$ cat config.mk
export PLATFORM = sky130hd
export DESIGN_NAME = goertzel_tone_power_core
export DESIGN_NICKNAME = d
export VERILOG_FILES = /design/src/rtl/core/gtp_pkg.sv /design/src/rtl/core/gtp_serial_mul.sv /design/src/rtl/core/goertzel_tone_power_core.sv
export SDC_FILE = /design/constraint.sdc
export NUM_CORES = 2
export LEC_CHECK = 0
export BUFFER_PORTS_ARGS = -buffer_cell sky130_fd_sc_hd__buf_2
export CAP_MARGIN = 0
export CORE_ASPECT_RATIO = 0.9
export CORE_MARGIN = 4
export CORE_UTILIZATION = 69
export DETAILED_ROUTE_END_ITERATION = 7
export PLACE_DENSITY = 0.95
export SETUP_SLACK_MARGIN = 0.3
export SLEW_MARGIN = 30
export SYNTH_ARGS = -nofsm -noshare
export SYNTH_HDL_FRONTEND = slang
export SYNTH_SLANG_ARGS = --single-unit
export TNS_END_PERCENT = 50
$ cat constraint.sdc
create_clock -name clock -period 12.7 [get_ports clock]
set_clock_uncertainty 0.05 [all_clocks]
set_input_delay 2.54 -clock clock [delete_from_list [all_inputs] [get_ports clock]]
set_output_delay 2.54 -clock clock [all_outputs]
set_load 0.005 [all_outputs]
$ cat src/rtl/core/gtp_pkg.sv
// Package for the Goertzel tone power core: field widths, derived datapath widths,
// state and register index codes, and the command word of the serial multiplier.
// Depends on nothing; every file of the core imports it.
package gtp_pkg;

   localparam int SAMPLE_WIDTH    = 16;
   localparam int STATE_WIDTH     = 40;
   localparam int COEF_WIDTH      = 16;
   localparam int COEF_FRAC       = 14;
   localparam int SCALE_WIDTH     = 32;
   localparam int POWER_WIDTH     = 32;
   localparam int CSR_INDEX_WIDTH = 8;
   localparam int CSR_DATA_WIDTH  = 32;

   localparam int PROD_WIDTH      = STATE_WIDTH + COEF_WIDTH;
   localparam int ROUND_WIDTH     = PROD_WIDTH + 1 - COEF_FRAC;
   localparam int SUM_WIDTH       = ROUND_WIDTH + 1;
   localparam int CROSS_WIDTH     = STATE_WIDTH + PROD_WIDTH;
   localparam int SQUARE_WIDTH    = 2 * STATE_WIDTH;
   localparam int Q_WIDTH         = CROSS_WIDTH;
   localparam int MCAND_WIDTH     = (STATE_WIDTH > SCALE_WIDTH) ? STATE_WIDTH : SCALE_WIDTH + 1;
   localparam int MPLR_WIDTH      = Q_WIDTH;
   localparam int MUL_COUNT_WIDTH = $clog2(MPLR_WIDTH + 1);
   localparam int FULL_WIDTH      = MCAND_WIDTH + MPLR_WIDTH;
   localparam int POWER_SHIFT     = COEF_FRAC + SCALE_WIDTH;

   localparam logic signed [PROD_WIDTH:0] ROUND_HALF = (PROD_WIDTH + 1)'(2 ** (COEF_FRAC - 1));

   typedef enum logic [2:0] {
      ST_IDLE,
      ST_MUL_REC,
      ST_UPDATE,
      ST_DIFF,
      ST_MUL_CROSS,
      ST_MUL_SQUARE,
      ST_MUL_SCALE,
      ST_EMIT
   } gtp_state_type;

   typedef enum logic [CSR_INDEX_WIDTH-1:0] {
      CSR_COEFFICIENT = CSR_INDEX_WIDTH'(0),
      CSR_POWER_SCALE = CSR_INDEX_WIDTH'(1)
   } gtp_csr_index_type;

   typedef struct packed {
      logic                       start;
      logic [MUL_COUNT_WIDTH-1:0] length;
   } gtp_mul_cmd_type;

endpackage

$ cat src/rtl/core/gtp_serial_mul.sv
// Serial-parallel signed multiplier: one multiplier bit per cycle, product shifted in
// from the top of the multiplier register. Depends on gtp_pkg.
// The final step of a run gives its bit negative weight (two's complement multiplier).
module gtp_serial_mul
   import gtp_pkg::*;
(
   input  logic                          clock,
   input  logic                          reset,
   input  gtp_mul_cmd_type               mul_cmd,
   input  logic signed [MCAND_WIDTH-1:0] mcand,
   input  logic signed [MPLR_WIDTH-1:0]  mplr,
   output logic                          mul_busy,
   output logic [FULL_WIDTH-1:0]         product
);

   logic signed [MCAND_WIDTH-1:0] hi_ff;
   logic signed [MCAND_WIDTH-1:0] hi_in;
   logic [MPLR_WIDTH-1:0]         lo_ff;
   logic [MPLR_WIDTH-1:0]         lo_in;
   logic signed [MCAND_WIDTH-1:0] mcand_ff;
   logic [MUL_COUNT_WIDTH-1:0]    count_ff;
   logic [MUL_COUNT_WIDTH-1:0]    count_in;
   logic                          busy_ff;
   logic                          busy_in;
   logic                          step_last;
   logic signed [MCAND_WIDTH:0]   mcand_ext;
   logic signed [MCAND_WIDTH:0]   addend;
   logic signed [MCAND_WIDTH:0]   step_sum;

   always_comb begin
      step_last = (count_ff == MUL_COUNT_WIDTH'(1));
      mcand_ext = (MCAND_WIDTH + 1)'(mcand_ff);
      if (lo_ff[0]) begin
         addend = step_last ? -mcand_ext : mcand_ext;
      end else begin
         addend = '0;
      end
      step_sum = (MCAND_WIDTH + 1)'(hi_ff) + addend;
      hi_in    = step_sum[MCAND_WIDTH:1];
      lo_in    = {step_sum[0], lo_ff[MPLR_WIDTH-1:1]};
   end

   always_comb begin
      count_in = count_ff;
      busy_in  = busy_ff;
      if (mul_cmd.start) begin
         count_in = mul_cmd.length;
         busy_in  = 1'b1;
      end else if (busy_ff) begin
         count_in = count_ff - MUL_COUNT_WIDTH'(1);
         busy_in  = !step_last;
      end
   end

   always_ff @(posedge clock) begin
      if (reset) begin
         count_ff <= '0;
         busy_ff  <= 1'b0;
      end else begin
         count_ff <= count_in;
         busy_ff  <= busy_in;
      end
   end

   always_ff @(posedge clock) begin
      if (mul_cmd.start) begin
         hi_ff    <= '0;
         lo_ff    <= mplr;
         mcand_ff <= mcand;
      end else if (busy_ff) begin
         hi_ff <= hi_in;
         lo_ff <= lo_in;
      end
   end

   assign mul_busy = busy_ff;
   assign product  = {hi_ff, lo_ff};

endmodule

$ cat src/rtl/core/goertzel_tone_power_core.sv
// Goertzel single-tone power detector: top level with control sequencer and datapath.
// Depends on gtp_pkg and gtp_serial_mul.
//
// Usage: audio samples arrive as words on the req_ channel (valid/ready), each with a
// flag that marks the last sample of a block. Every sample advances the recurrence
// s0 = sample + coefficient*s1 - s2 (Q2.14 coefficient, 40-bit saturating state).
// A last sample also forms the tone power s0^2 + s1^2 - coefficient*s0*s1, scales it
// by power_scale, and sends one saturated 32-bit word on the rsp_ channel; the state
// then clears. The csr_ channel writes coefficient (index 0) and power_scale (index 1)
// and is always ready; write only while the core is idle.
// A sample is accepted only while the core is idle, after the previous one is done;
// the 16-bit coefficient passes one bit per cycle through the serial multiplier.
// A last sample then runs the multiplier with 56-, 40- and 96-bit multipliers for the
// cross term, the square term and the scaling before its result is registered.
// The result register holds a finished word while the receiver stalls; a new block may
// be accepted meanwhile, and its own result waits until that word is taken.
// Reset clears both registers, the state and any pending result.
module goertzel_tone_power_core
   import gtp_pkg::*;
(
   input  logic                       clock,
   input  logic                       reset,
   input  logic                       req_valid,
   output logic                       req_ready,
   input  logic signed [SAMPLE_WIDTH-1:0] req_sample,
   input  logic                       req_last_sample,
   output logic                       rsp_valid,
   input  logic                       rsp_ready,
   output logic [POWER_WIDTH-1:0]     rsp_power,
   input  logic                       csr_valid,
   output logic                       csr_ready,
   input  logic [CSR_INDEX_WIDTH-1:0] csr_index,
   input  logic [CSR_DATA_WIDTH-1:0]  csr_data
);

   gtp_state_type                 state_ff;
   gtp_state_type                 state_in;
   logic signed [COEF_WIDTH-1:0]  coefficient_ff;
   logic signed [COEF_WIDTH-1:0]  coefficient_in;
   logic [SCALE_WIDTH-1:0]        power_scale_ff;
   logic [SCALE_WIDTH-1:0]        power_scale_in;
   logic signed [STATE_WIDTH-1:0] prev_value_ff;
   logic signed [STATE_WIDTH-1:0] prev_value_in;
   logic signed [STATE_WIDTH-1:0] prev_prev_value_ff;
   logic signed [STATE_WIDTH-1:0] prev_prev_value_in;
   logic                          rsp_valid_ff;
   logic                          rsp_valid_in;
   logic signed [SAMPLE_WIDTH-1:0] sample_ff;
   logic                          last_ff;
   logic signed [STATE_WIDTH-1:0] s0_ff;
   logic signed [Q_WIDTH-1:0]     q_ff;
   logic [POWER_WIDTH-1:0]        power_ff;

   gtp_mul_cmd_type               mul_cmd;
   logic signed [MCAND_WIDTH-1:0] mul_mcand;
   logic signed [MPLR_WIDTH-1:0]  mul_mplr;
   logic                          mul_busy;
   logic [FULL_WIDTH-1:0]         product;

   logic                          req_fire;
   logic                          emit_fire;
   logic signed [PROD_WIDTH-1:0]  rec_prod;
   logic signed [PROD_WIDTH:0]    round_full;
   logic signed [ROUND_WIDTH-1:0] round_w;
   logic signed [SUM_WIDTH-1:0]   sum_w;
   logic signed [STATE_WIDTH-1:0] s0_w;
   logic signed [PROD_WIDTH-1:0]  diff_w;
   logic signed [Q_WIDTH-1:0]     cross_w;
   logic signed [SQUARE_WIDTH-1:0] square_w;
   logic signed [Q_WIDTH-1:0]     q_sum;
   logic                          power_over;
   logic [POWER_WIDTH-1:0]        power_w;

   gtp_serial_mul u_mul (
      .clock    (clock),
      .reset    (reset),
      .mul_cmd  (mul_cmd),
      .mcand    (mul_mcand),
      .mplr     (mul_mplr),
      .mul_busy (mul_busy),
      .product  (product)
   );

   // Datapath arithmetic around the multiplier.
   always_comb begin
      rec_prod   = product[MPLR_WIDTH - COEF_WIDTH +: PROD_WIDTH];
      round_full = (PROD_WIDTH + 1)'(rec_prod) + ROUND_HALF;
      round_w    = ROUND_WIDTH'(round_full >>> COEF_FRAC);
      sum_w      = SUM_WIDTH'(round_w) + SUM_WIDTH'(sample_ff) - SUM_WIDTH'(prev_prev_value_ff);
      if (sum_w[SUM_WIDTH-1:STATE_WIDTH-1] == '0 || sum_w[SUM_WIDTH-1:STATE_WIDTH-1] == '1) begin
         s0_w = sum_w[STATE_WIDTH-1:0];
      end else if (sum_w[SUM_WIDTH-1]) begin
         s0_w = {1'b1, {(STATE_WIDTH - 1){1'b0}}};
      end else begin
         s0_w = {1'b0, {(STATE_WIDTH - 1){1'b1}}};
      end
      diff_w     = (PROD_WIDTH'(s0_ff) <<< COEF_FRAC) - rec_prod;
      cross_w    = product[MPLR_WIDTH - PROD_WIDTH +: CROSS_WIDTH];
      square_w   = product[MPLR_WIDTH - STATE_WIDTH +: SQUARE_WIDTH];
      q_sum      = q_ff + (Q_WIDTH'(square_w) <<< COEF_FRAC);
      power_over = |product[FULL_WIDTH-1:POWER_SHIFT + POWER_WIDTH];
      power_w    = power_over ? '1 : product[POWER_SHIFT +: POWER_WIDTH];
   end

   // Next state.
   always_comb begin
      state_in = state_ff;
      case (state_ff)
         ST_IDLE: begin
            if (req_valid) begin
               state_in = ST_MUL_REC;
            end
         end
         ST_MUL_REC: begin
            if (!mul_busy) begin
               state_in = ST_UPDATE;
            end
         end
         ST_UPDATE: begin
            state_in = last_ff ? ST_DIFF : ST_IDLE;
         end
         ST_DIFF: begin
            state_in = ST_MUL_CROSS;
         end
         ST_MUL_CROSS: begin
            if (!mul_busy) begin
               state_in = ST_MUL_SQUARE;
            end
         end
         ST_MUL_SQUARE: begin
            if (!mul_busy) begin
               state_in = ST_MUL_SCALE;
            end
         end
         ST_MUL_SCALE: begin
            if (!mul_busy) begin
               state_in = ST_EMIT;
            end
         end
         ST_EMIT: begin
            if (!rsp_valid_ff || rsp_ready) begin
               state_in = ST_IDLE;
            end
         end
         default: begin
            state_in = ST_IDLE;
         end
      endcase
   end

   // Sequencer outputs: handshakes and multiplier commands.
   always_comb begin
      req_ready      = 1'b0;
      emit_fire      = 1'b0;
      mul_cmd.start  = 1'b0;
      mul_cmd.length = MUL_COUNT_WIDTH'(COEF_WIDTH);
      mul_mcand      = MCAND_WIDTH'(prev_value_ff);
      mul_mplr       = MPLR_WIDTH'(coefficient_ff);
      case (state_ff)
         ST_IDLE: begin
            req_ready     = 1'b1;
            mul_cmd.start = req_valid;
         end
         ST_DIFF: begin
            mul_cmd.start  = 1'b1;
            mul_cmd.length = MUL_COUNT_WIDTH'(PROD_WIDTH);
            mul_mcand      = MCAND_WIDTH'(s0_ff);
            mul_mplr       = MPLR_WIDTH'(diff_w);
         end
         ST_MUL_CROSS: begin
            mul_cmd.start  = !mul_busy;
            mul_cmd.length = MUL_COUNT_WIDTH'(STATE_WIDTH);
            mul_mplr       = MPLR_WIDTH'(prev_value_ff);
         end
         ST_MUL_SQUARE: begin
            mul_cmd.start  = !mul_busy;
            mul_cmd.length = MUL_COUNT_WIDTH'(MPLR_WIDTH);
            mul_mcand      = MCAND_WIDTH'({1'b0, power_scale_ff});
            mul_mplr       = q_sum;
         end
         ST_EMIT: begin
            emit_fire = !rsp_valid_ff || rsp_ready;
         end
         default: begin
            req_ready = 1'b0;
         end
      endcase
   end

   assign req_fire  = req_valid && req_ready;
   assign csr_ready = 1'b1;

   always_comb begin
      coefficient_in     = coefficient_ff;
      power_scale_in     = power_scale_ff;
      prev_value_in      = prev_value_ff;
      prev_prev_value_in = prev_prev_value_ff;
      rsp_valid_in       = emit_fire || (rsp_valid_ff && !rsp_ready);
      if (csr_valid) begin
         case (csr_index)
            CSR_COEFFICIENT: coefficient_in = csr_data[COEF_WIDTH-1:0];
            CSR_POWER_SCALE: power_scale_in = csr_data[SCALE_WIDTH-1:0];
            default:         coefficient_in = coefficient_ff;
         endcase
      end
      if (state_ff == ST_UPDATE && !last_ff) begin
         prev_value_in      = s0_w;
         prev_prev_value_in = prev_value_ff;
      end
      if (emit_fire) begin
         prev_value_in      = '0;
         prev_prev_value_in = '0;
      end
   end

   always_ff @(posedge clock) begin
      if (reset) begin
         state_ff           <= ST_IDLE;
         coefficient_ff     <= '0;
         power_scale_ff     <= '0;
         prev_value_ff      <= '0;
         prev_prev_value_ff <= '0;
         rsp_valid_ff       <= 1'b0;
      end else begin
         state_ff           <= state_in;
         coefficient_ff     <= coefficient_in;
         power_scale_ff     <= power_scale_in;
         prev_value_ff      <= prev_value_in;
         prev_prev_value_ff <= prev_prev_value_in;
         rsp_valid_ff       <= rsp_valid_in;
      end
   end

   always_ff @(posedge clock) begin
      if (req_fire) begin
         sample_ff <= req_sample;
         last_ff   <= req_last_sample;
      end
      if (state_ff == ST_UPDATE) begin
         s0_ff <= s0_w;
      end
      if (state_ff == ST_MUL_CROSS && !mul_busy) begin
         q_ff <= cross_w;
      end
      if (emit_fire) begin
         power_ff <= power_w;
      end
   end

   assign rsp_valid = rsp_valid_ff;
   assign rsp_power = power_ff;

`ifndef ASSERT_OFF
   a_rsp_from_emit: assert property (@(posedge clock) disable iff (reset)
      $rose(rsp_valid) |-> $past(state_ff == ST_EMIT))
      else $error("Result word appeared outside the emit step.");

   a_ready_mul_idle: assert property (@(posedge clock) disable iff (reset)
      req_ready |-> !mul_busy)
      else $error("Input ready while the multiplier is still running.");

   a_clear_after_result: assert property (@(posedge clock) disable iff (reset)
      emit_fire |=> (prev_value_ff == '0 && prev_prev_value_ff == '0 && rsp_valid))
      else $error("State not cleared or result not presented after a block.");
`endif

endmodule

Word level (Yosys, flattened, before mapping)
Index checks and enable logic that the tools add are counted.
- $add $sub $neg: 8
- eq/ne operators: 16
- mux-type cells: 24
- reduce and logical (&&, ||, !) cells: 22
- operators by type and width (kind ; count):
    case mux 96 bit (3 select lines) ; 1
    2-to-1 mux 96 bit ; 2
    adder 96 x 94 -> 96 bit ; 1
    2-to-1 mux 41 bit ; 2
    2-to-1 mux 40 bit ; 2
    case mux 40 bit (2 select lines) ; 1
    OR reduction 58 bit ; 1
    adder 56 x 15 -> 57 bit (second input constant) ; 1
    subtractor 54 x 56 -> 56 bit ; 1
    adder 43 x 16 -> 44 bit ; 1
    subtractor 44 x 40 -> 44 bit ; 1
    adder 40 x 41 -> 41 bit ; 1
    negator 40 -> 41 bit ; 1
    case mux 3 bit (8 select lines) ; 1
    case mux 7 bit (3 select lines) ; 1
    2-to-1 mux 3 bit ; 6
    2-to-1 mux 7 bit ; 2
    == test 3 bit (second input constant) ; 4
    != test 2 bit (second input constant) ; 6
    == test 8 x 1 -> 1 bit (second input constant) ; 1
    logical NOT 8 bit ; 1
    == test 7 x 1 -> 1 bit (second input constant) ; 1
    subtractor 7 x 1 -> 7 bit (second input constant) ; 1
    == test 3 x 2 -> 1 bit (second input constant) ; 2
    other kinds (14) ; 28
- flip-flop bits (word level): 501
- input bits: 62
- output and inout port bits: 35
- logic and storage cells: 86

Depth between registers and ports, before layout
- word-level depth: 6
- gate-level depth with buffers: 27

By module
Synthesis repeated with hierarchy kept, for this count alone.
- cell total of the unflattened synthesis: 3965
- area total of the unflattened synthesis: 35600.4 µm²
- by module, submodules not included (module ; instances ; cells each ; area an instance (µm²) ; sequential area each (µm²)):
    goertzel_tone_power_core ; 1 ; 3043 ; 25393.1 ; 8197.9
    gtp_serial_mul ; 1 ; 922 ; 10207.3 ; 5044.8

Least setup slack after synthesis
No wires, ideal clock.
- kind: input -> register
- from: input port req_valid
- to: register u_mul.lo_ff[0], enable pin
- arrival: 6116 ps
- path slack: 6036 ps
- stages: 7
- cells stage by stage: a22oi_1 > nor2_1 > nor2_1 > inv_1 > nor2_1 > inv_1 > clkbuf_1
- word-level cells in the longest chain between the ends: 2
- RTL lines (item ; line ; source):
    start, declared ; goertzel_tone_power_core.sv:23 ; input logic req_valid,
    case mux 1 bit (3 select lines) ; goertzel_tone_power_core.sv:159 ; case (state_ff)
    nonzero test 2 bit (no source line) ; n/a ;
    end signal, assigned ; gtp_serial_mul.sv:68 ; lo_ff <= mplr;
    end signal, assigned ; gtp_serial_mul.sv:72 ; lo_ff <= lo_in;
    end, declared ; gtp_serial_mul.sv:18 ; logic [MPLR_WIDTH-1:0] lo_ff;
Every way passes these cells.
A chain may end at the register's enable or synchronous reset.

Final worst setup path
- from: register u_mul.hi_ff[1]
- to: register prev_value_ff[19]
- word-level cells in the longest chain between the ends: 6
- elaborated cells between the ends (all ways): 8
- RTL lines (item ; line ; source):
    start, declared ; gtp_serial_mul.sv:16 ; logic signed [MCAND_WIDTH-1:0] hi_ff;
    start signal, assigned ; gtp_serial_mul.sv:71 ; hi_ff <= hi_in;
    adder 56 x 15 -> 57 bit * ; goertzel_tone_power_core.sv:87 ; round_full = (PROD_WIDTH + 1)'(rec_prod) + ROUND_HALF;
    adder 43 x 16 -> 44 bit * ; goertzel_tone_power_core.sv:89 ; sum_w = SUM_WIDTH'(round_w) + SUM_WIDTH'(sample_ff) - SUM_WIDTH'(prev_prev_value_ff);
    subtractor 44 x 40 -> 44 bit * ; goertzel_tone_power_core.sv:89 ;
    == test 5 bit / logical NOT 5 bit (equally long branches) ; goertzel_tone_power_core.sv:90 ; if (sum_w[SUM_WIDTH-1:STATE_WIDTH-1] == '0 || sum_w[SUM_WIDTH-1:STATE_WIDTH-1] == '1) begin
    logical OR 1 bit ; goertzel_tone_power_core.sv:90 ;
    2-to-1 mux 40 bit * ; goertzel_tone_power_core.sv:90 ;
    end signal, assigned ; goertzel_tone_power_core.sv:228 ; prev_value_ff <= prev_value_in;
    end, declared ; goertzel_tone_power_core.sv:42 ; logic signed [STATE_WIDTH-1:0] prev_value_ff;
Every way passes the cells marked *; elsewhere a longest branch is shown, timed or not.

==> results.toml <==
[outcome]
status = "finished, final reports clean"

[placement]
dp_hpwl_um = 87000
port-buffer-count = 95
gp_congestion = 1.04
placed_cell_area_um2 = 35400

[grt]
antenna_found_initial = 7
track_usage_pct = 41.9
grt_overflow_total = 0
grt_max_degree = 85
grt_pass1_vias = 29600
grt_pass1_wl_um = 174000

[synth]
yosysUniqueCellTypes = 86
async_flop_share_pct = 0
yosys_register_bits = 501
synth_top_area_cell = "edfxtp_1"
syn_inst = 3872
synth_nets = 4190
netlist_area_um2 = 34500
synth.yosys.warnings = 0
synth_top_area_share_pct = 27.9
ys_seq_area_share_pct = 38.4
synth_edf_count = 321
avgSynthCellArea_um2 = 8.92
synth_flop_cell = "edfxtp_1"
synthTopCellsByArea = "edfxtp_1 (28%), dfxtp_1 (10%), ha_1 (7.6%)"

[critical_path]
worstPathCellList = "nand4_1 -> or2_2 -> nor2_1 -> nand2_1 -> nor3_1 -> and2_1 -> nand2_1 -> nor3_1 -> xnor2_1 -> fa_1 -> inv_1 -> ha_1 -> nand2_1 -> o21ai_0 -> a221o_1 -> a221o_1 -> or4_1 -> and3_1 -> o21ai_2 -> buf_4 -> and2_2 -> a21oi_1"
reg2reg_from = "u_mul.hi_ff[1]"
setup.worst_path.end = "prev_value_ff[19]"
crit_arrival_ns = 7.66
worstPathRequired_ns = 13.14
path_common_cell = "nand2_1"
cp_slowest_stage_delay_ns = 0.67
critical_path.max_fanout = 44
worstSetupPathType = "flop to flop"
startpoint = "u_mul.hi_ff[1]"
worstSetupEndpointType = "flop"
cp-start-kind = "flop"
reg2reg_to = "prev_value_ff[19]"
reg2reg_depth = 22
reg2reg_setup_slack_ns = 5.48
crit_slowest_cell = "and2_2"

[timing]
finalMaxSlewViolations = 0
fin_crit_sh_pct = 56.9
slew_headroom_pct = 28.9
hold_violations = 0
finalSetupTns_ns = 0
tightestPinTransition_ns = 1.05
setup_viol = 0
finalCriticalPeriod_ns = 7.22
rsz0062_at_grt = "no"
max_freq_mhz = 138

[power_and_ir_drop]
p_leak_nw = 14.8
finalPower_w = 0.0111
peakVddDrop_mv = 0.307
p_per_area_nw_per_um2 = 299

[floorplanning]
ios = 97
coreArea_um2 = 49300
die_y_um = 220
initial_utilization_pct = 70.0
rows = 77
die-area_um2 = 53700
die_x_um = 244

[final_layout]
drive_gt1_share_pct = 8.09
area_growth_pct = 7.58
nets = 4166
stdcell_area_um2 = 37100

[cts]
clock_latency_ns = 0.64
post_cts.repair.setup_buffers = 0
cts_buffers = 53
path_clk_slew_ns = 0.06
cts_sinks = 501
cts_root_buf = "clkbuf_16"
cts_htree_levels = 2
ctsHoldBuffers = 0
tritoncts = "yes"
cts.repair.resized = 0
cts_max_path_buffers = 3

[detailed_routing]
drtIter0Drc = 4985
totalWireLength_um = 116000
vias = 31661
wl_per_cell_um = 25.3
drt.antenna.violating_nets = 0
drc_errors = 0
avgViaCountPerCell = 6.93
drt_pre_antenna_iters = 7

[worst_hold_path]
hp-class = "flop to flop"

[job]
maxCapViolations = 0
==> synth_stat cells, types with 8 or more instances <==
library cell and number:
nand2_1 492, a21oi_1 385, edfxtp_1 321, nor2_1 227, o21ai_0 227, ha_1 211, inv_1 206, clkbuf_1 190
dfxtp_1 180, xnor2_1 163, a21o_1 152, xor2_1 108, nand4_1 72, mux2i_1 62, and2_1 55, nor3_1 53
fa_1 45, or2_2 44, a211oi_1 43, a221o_1 42, nand3_1 42, o21bai_1 40, a22oi_1 38, nor4_1 37
and3_1 33, nor2b_1 31, a31oi_1 30, o22ai_1 28, o21a_1 26, a221oi_1 25, o211ai_1 23, or3_1 21
nand2b_1 20, o31ai_1 20, a21boi_0 19, o221ai_1 15, a22o_1 11, buf_1 10, or4_1 9, buf_2 8
==> registers in the layout (all words and copies together), names as in the netlist <==
signal              cells
coefficient_ff         16
last_ff                 1
power_scale_ff         32
prev_prev_value_ff     40
prev_value_ff          40
q_ff                   96
rsp_power              32
rsp_valid               1
s0_ff                  40
sample_ff              16
state_ff                3
u_mul.count_ff          7
u_mul.hi_ff            40
u_mul.lo_ff            96
u_mul.mcand_ff         40
u_mul.mul_busy          1
==> per-stage QoR <==
step           cells  utilization, %  worst slack (ns)  hold slack, ns
6_report        4566            75.3              5.48           0.411
5_1_grt         4564            75.3              5.13           0.441
4_1_cts         4564            75.3              5.66           0.412
2_1_floorplan   3872               -              6.04           0.371
3_3_place_gp    4464            71.7              5.49           0.393
3_5_place_dp    4464            71.7              5.71           0.397
==> worst max-delay path, delay by kind of cell, from the launching register on <==
family,cells,cell delay [ns]
DFF,1,0.53
adders and majority gates,2,0.88
AOI/OAI and AO/OA,5,1.12
buffers and inverters,2,0.45
xor gates and xnor gates,1,0.14
and+or+nand+nor,12,3.82
==> report_power, final <==
part / internal (W) / switching [W]
sequential: 0.00242 / 0.000585
clock: 0.000872 / 0.000722
combinational: 0.00233 / 0.00419
total: 0.00561 / 0.00549
==> worst min path at each step <==
stage / endpoint / startpoint / cells past startpoint / slack [ns]
2_1_floorplan: q_ff[4] / u_mul.lo_ff[44] / 0 / 0.37
3_3_place_gp: prev_prev_value_ff[3] / prev_prev_value_ff[3] / 2 / 0.39
3_5_place_dp: power_scale_ff[2] / power_scale_ff[2] / 2 / 0.40
4_1_cts: prev_prev_value_ff[1] / prev_prev_value_ff[1] / 2 / 0.41
5_1_grt: prev_prev_value_ff[3] / prev_prev_value_ff[3] / 2 / 0.44
6_report: prev_prev_value_ff[1] / prev_prev_value_ff[1] / 2 / 0.41
==> logic make-up (layout without fill, tap and decap cells) <==
logic type | count (synthesis) | after routing | share of synthesized area [%]
AOI/OAI and AO/OA | 1190 | 1190 | 22.1
xor gates and xnor gates | 271 | 271 | 6.87
adders and majority gates | 256 | 256 | 10.3
buffers and inverters | 418 | 439 | 4.62
DFF | 501 | 501 | 38.4
muxes | 65 | 65 | 1.90
other | 1 | 3 | 0.0109
and+or+nand+nor | 1170 | 1170 | 15.9
==> cells in the final DEF, fill, tap and decap left out, drive strengths merged, types with 40 or more instances in the layout <==
cell and count:
xor2 108, buf 133, nand3 43, edfxtp 321, clkbuf 62, a21oi 385
a21o 152, or2 45, and2 56, nor2 227, nor3 53, nand4 72
mux2i 62, ha 211, inv 214, dfxtp 180, a221o 42, fa 45
o21bai 40, a211oi 45, xnor2 163, nand2 492, o21ai 234
==> final cells by class <==
cell class,count,area (um^2)
antenna,2,5.00
clock buffer,62,1370
clock inverter,38,377
fill,3538,12200
inverter,206,777
multi-input combinational,2953,19800
sequential,501,13200
tap,671,840
timing repair buffer,133,761
==> metal layers <==
| metal | routed length [um] | vias to the layer above | GRT usage, % | share of wire [%] |
|---|---|---|---|---|
| met4 | 7210 | 8 | 20.5 | 6.2 |
| met2 | 49100 | 2461 | 64.6 | 42 |
| met3 | 17800 | 453 | 11.1 | 15 |
| met5 | 55 | - | 0 | 0.048 |
| li1 | - | 14018 | - | - |
| met1 | 41500 | 14721 | 55.4 | 36 |
No activity file was read; power rests on OpenSTA's default activity.
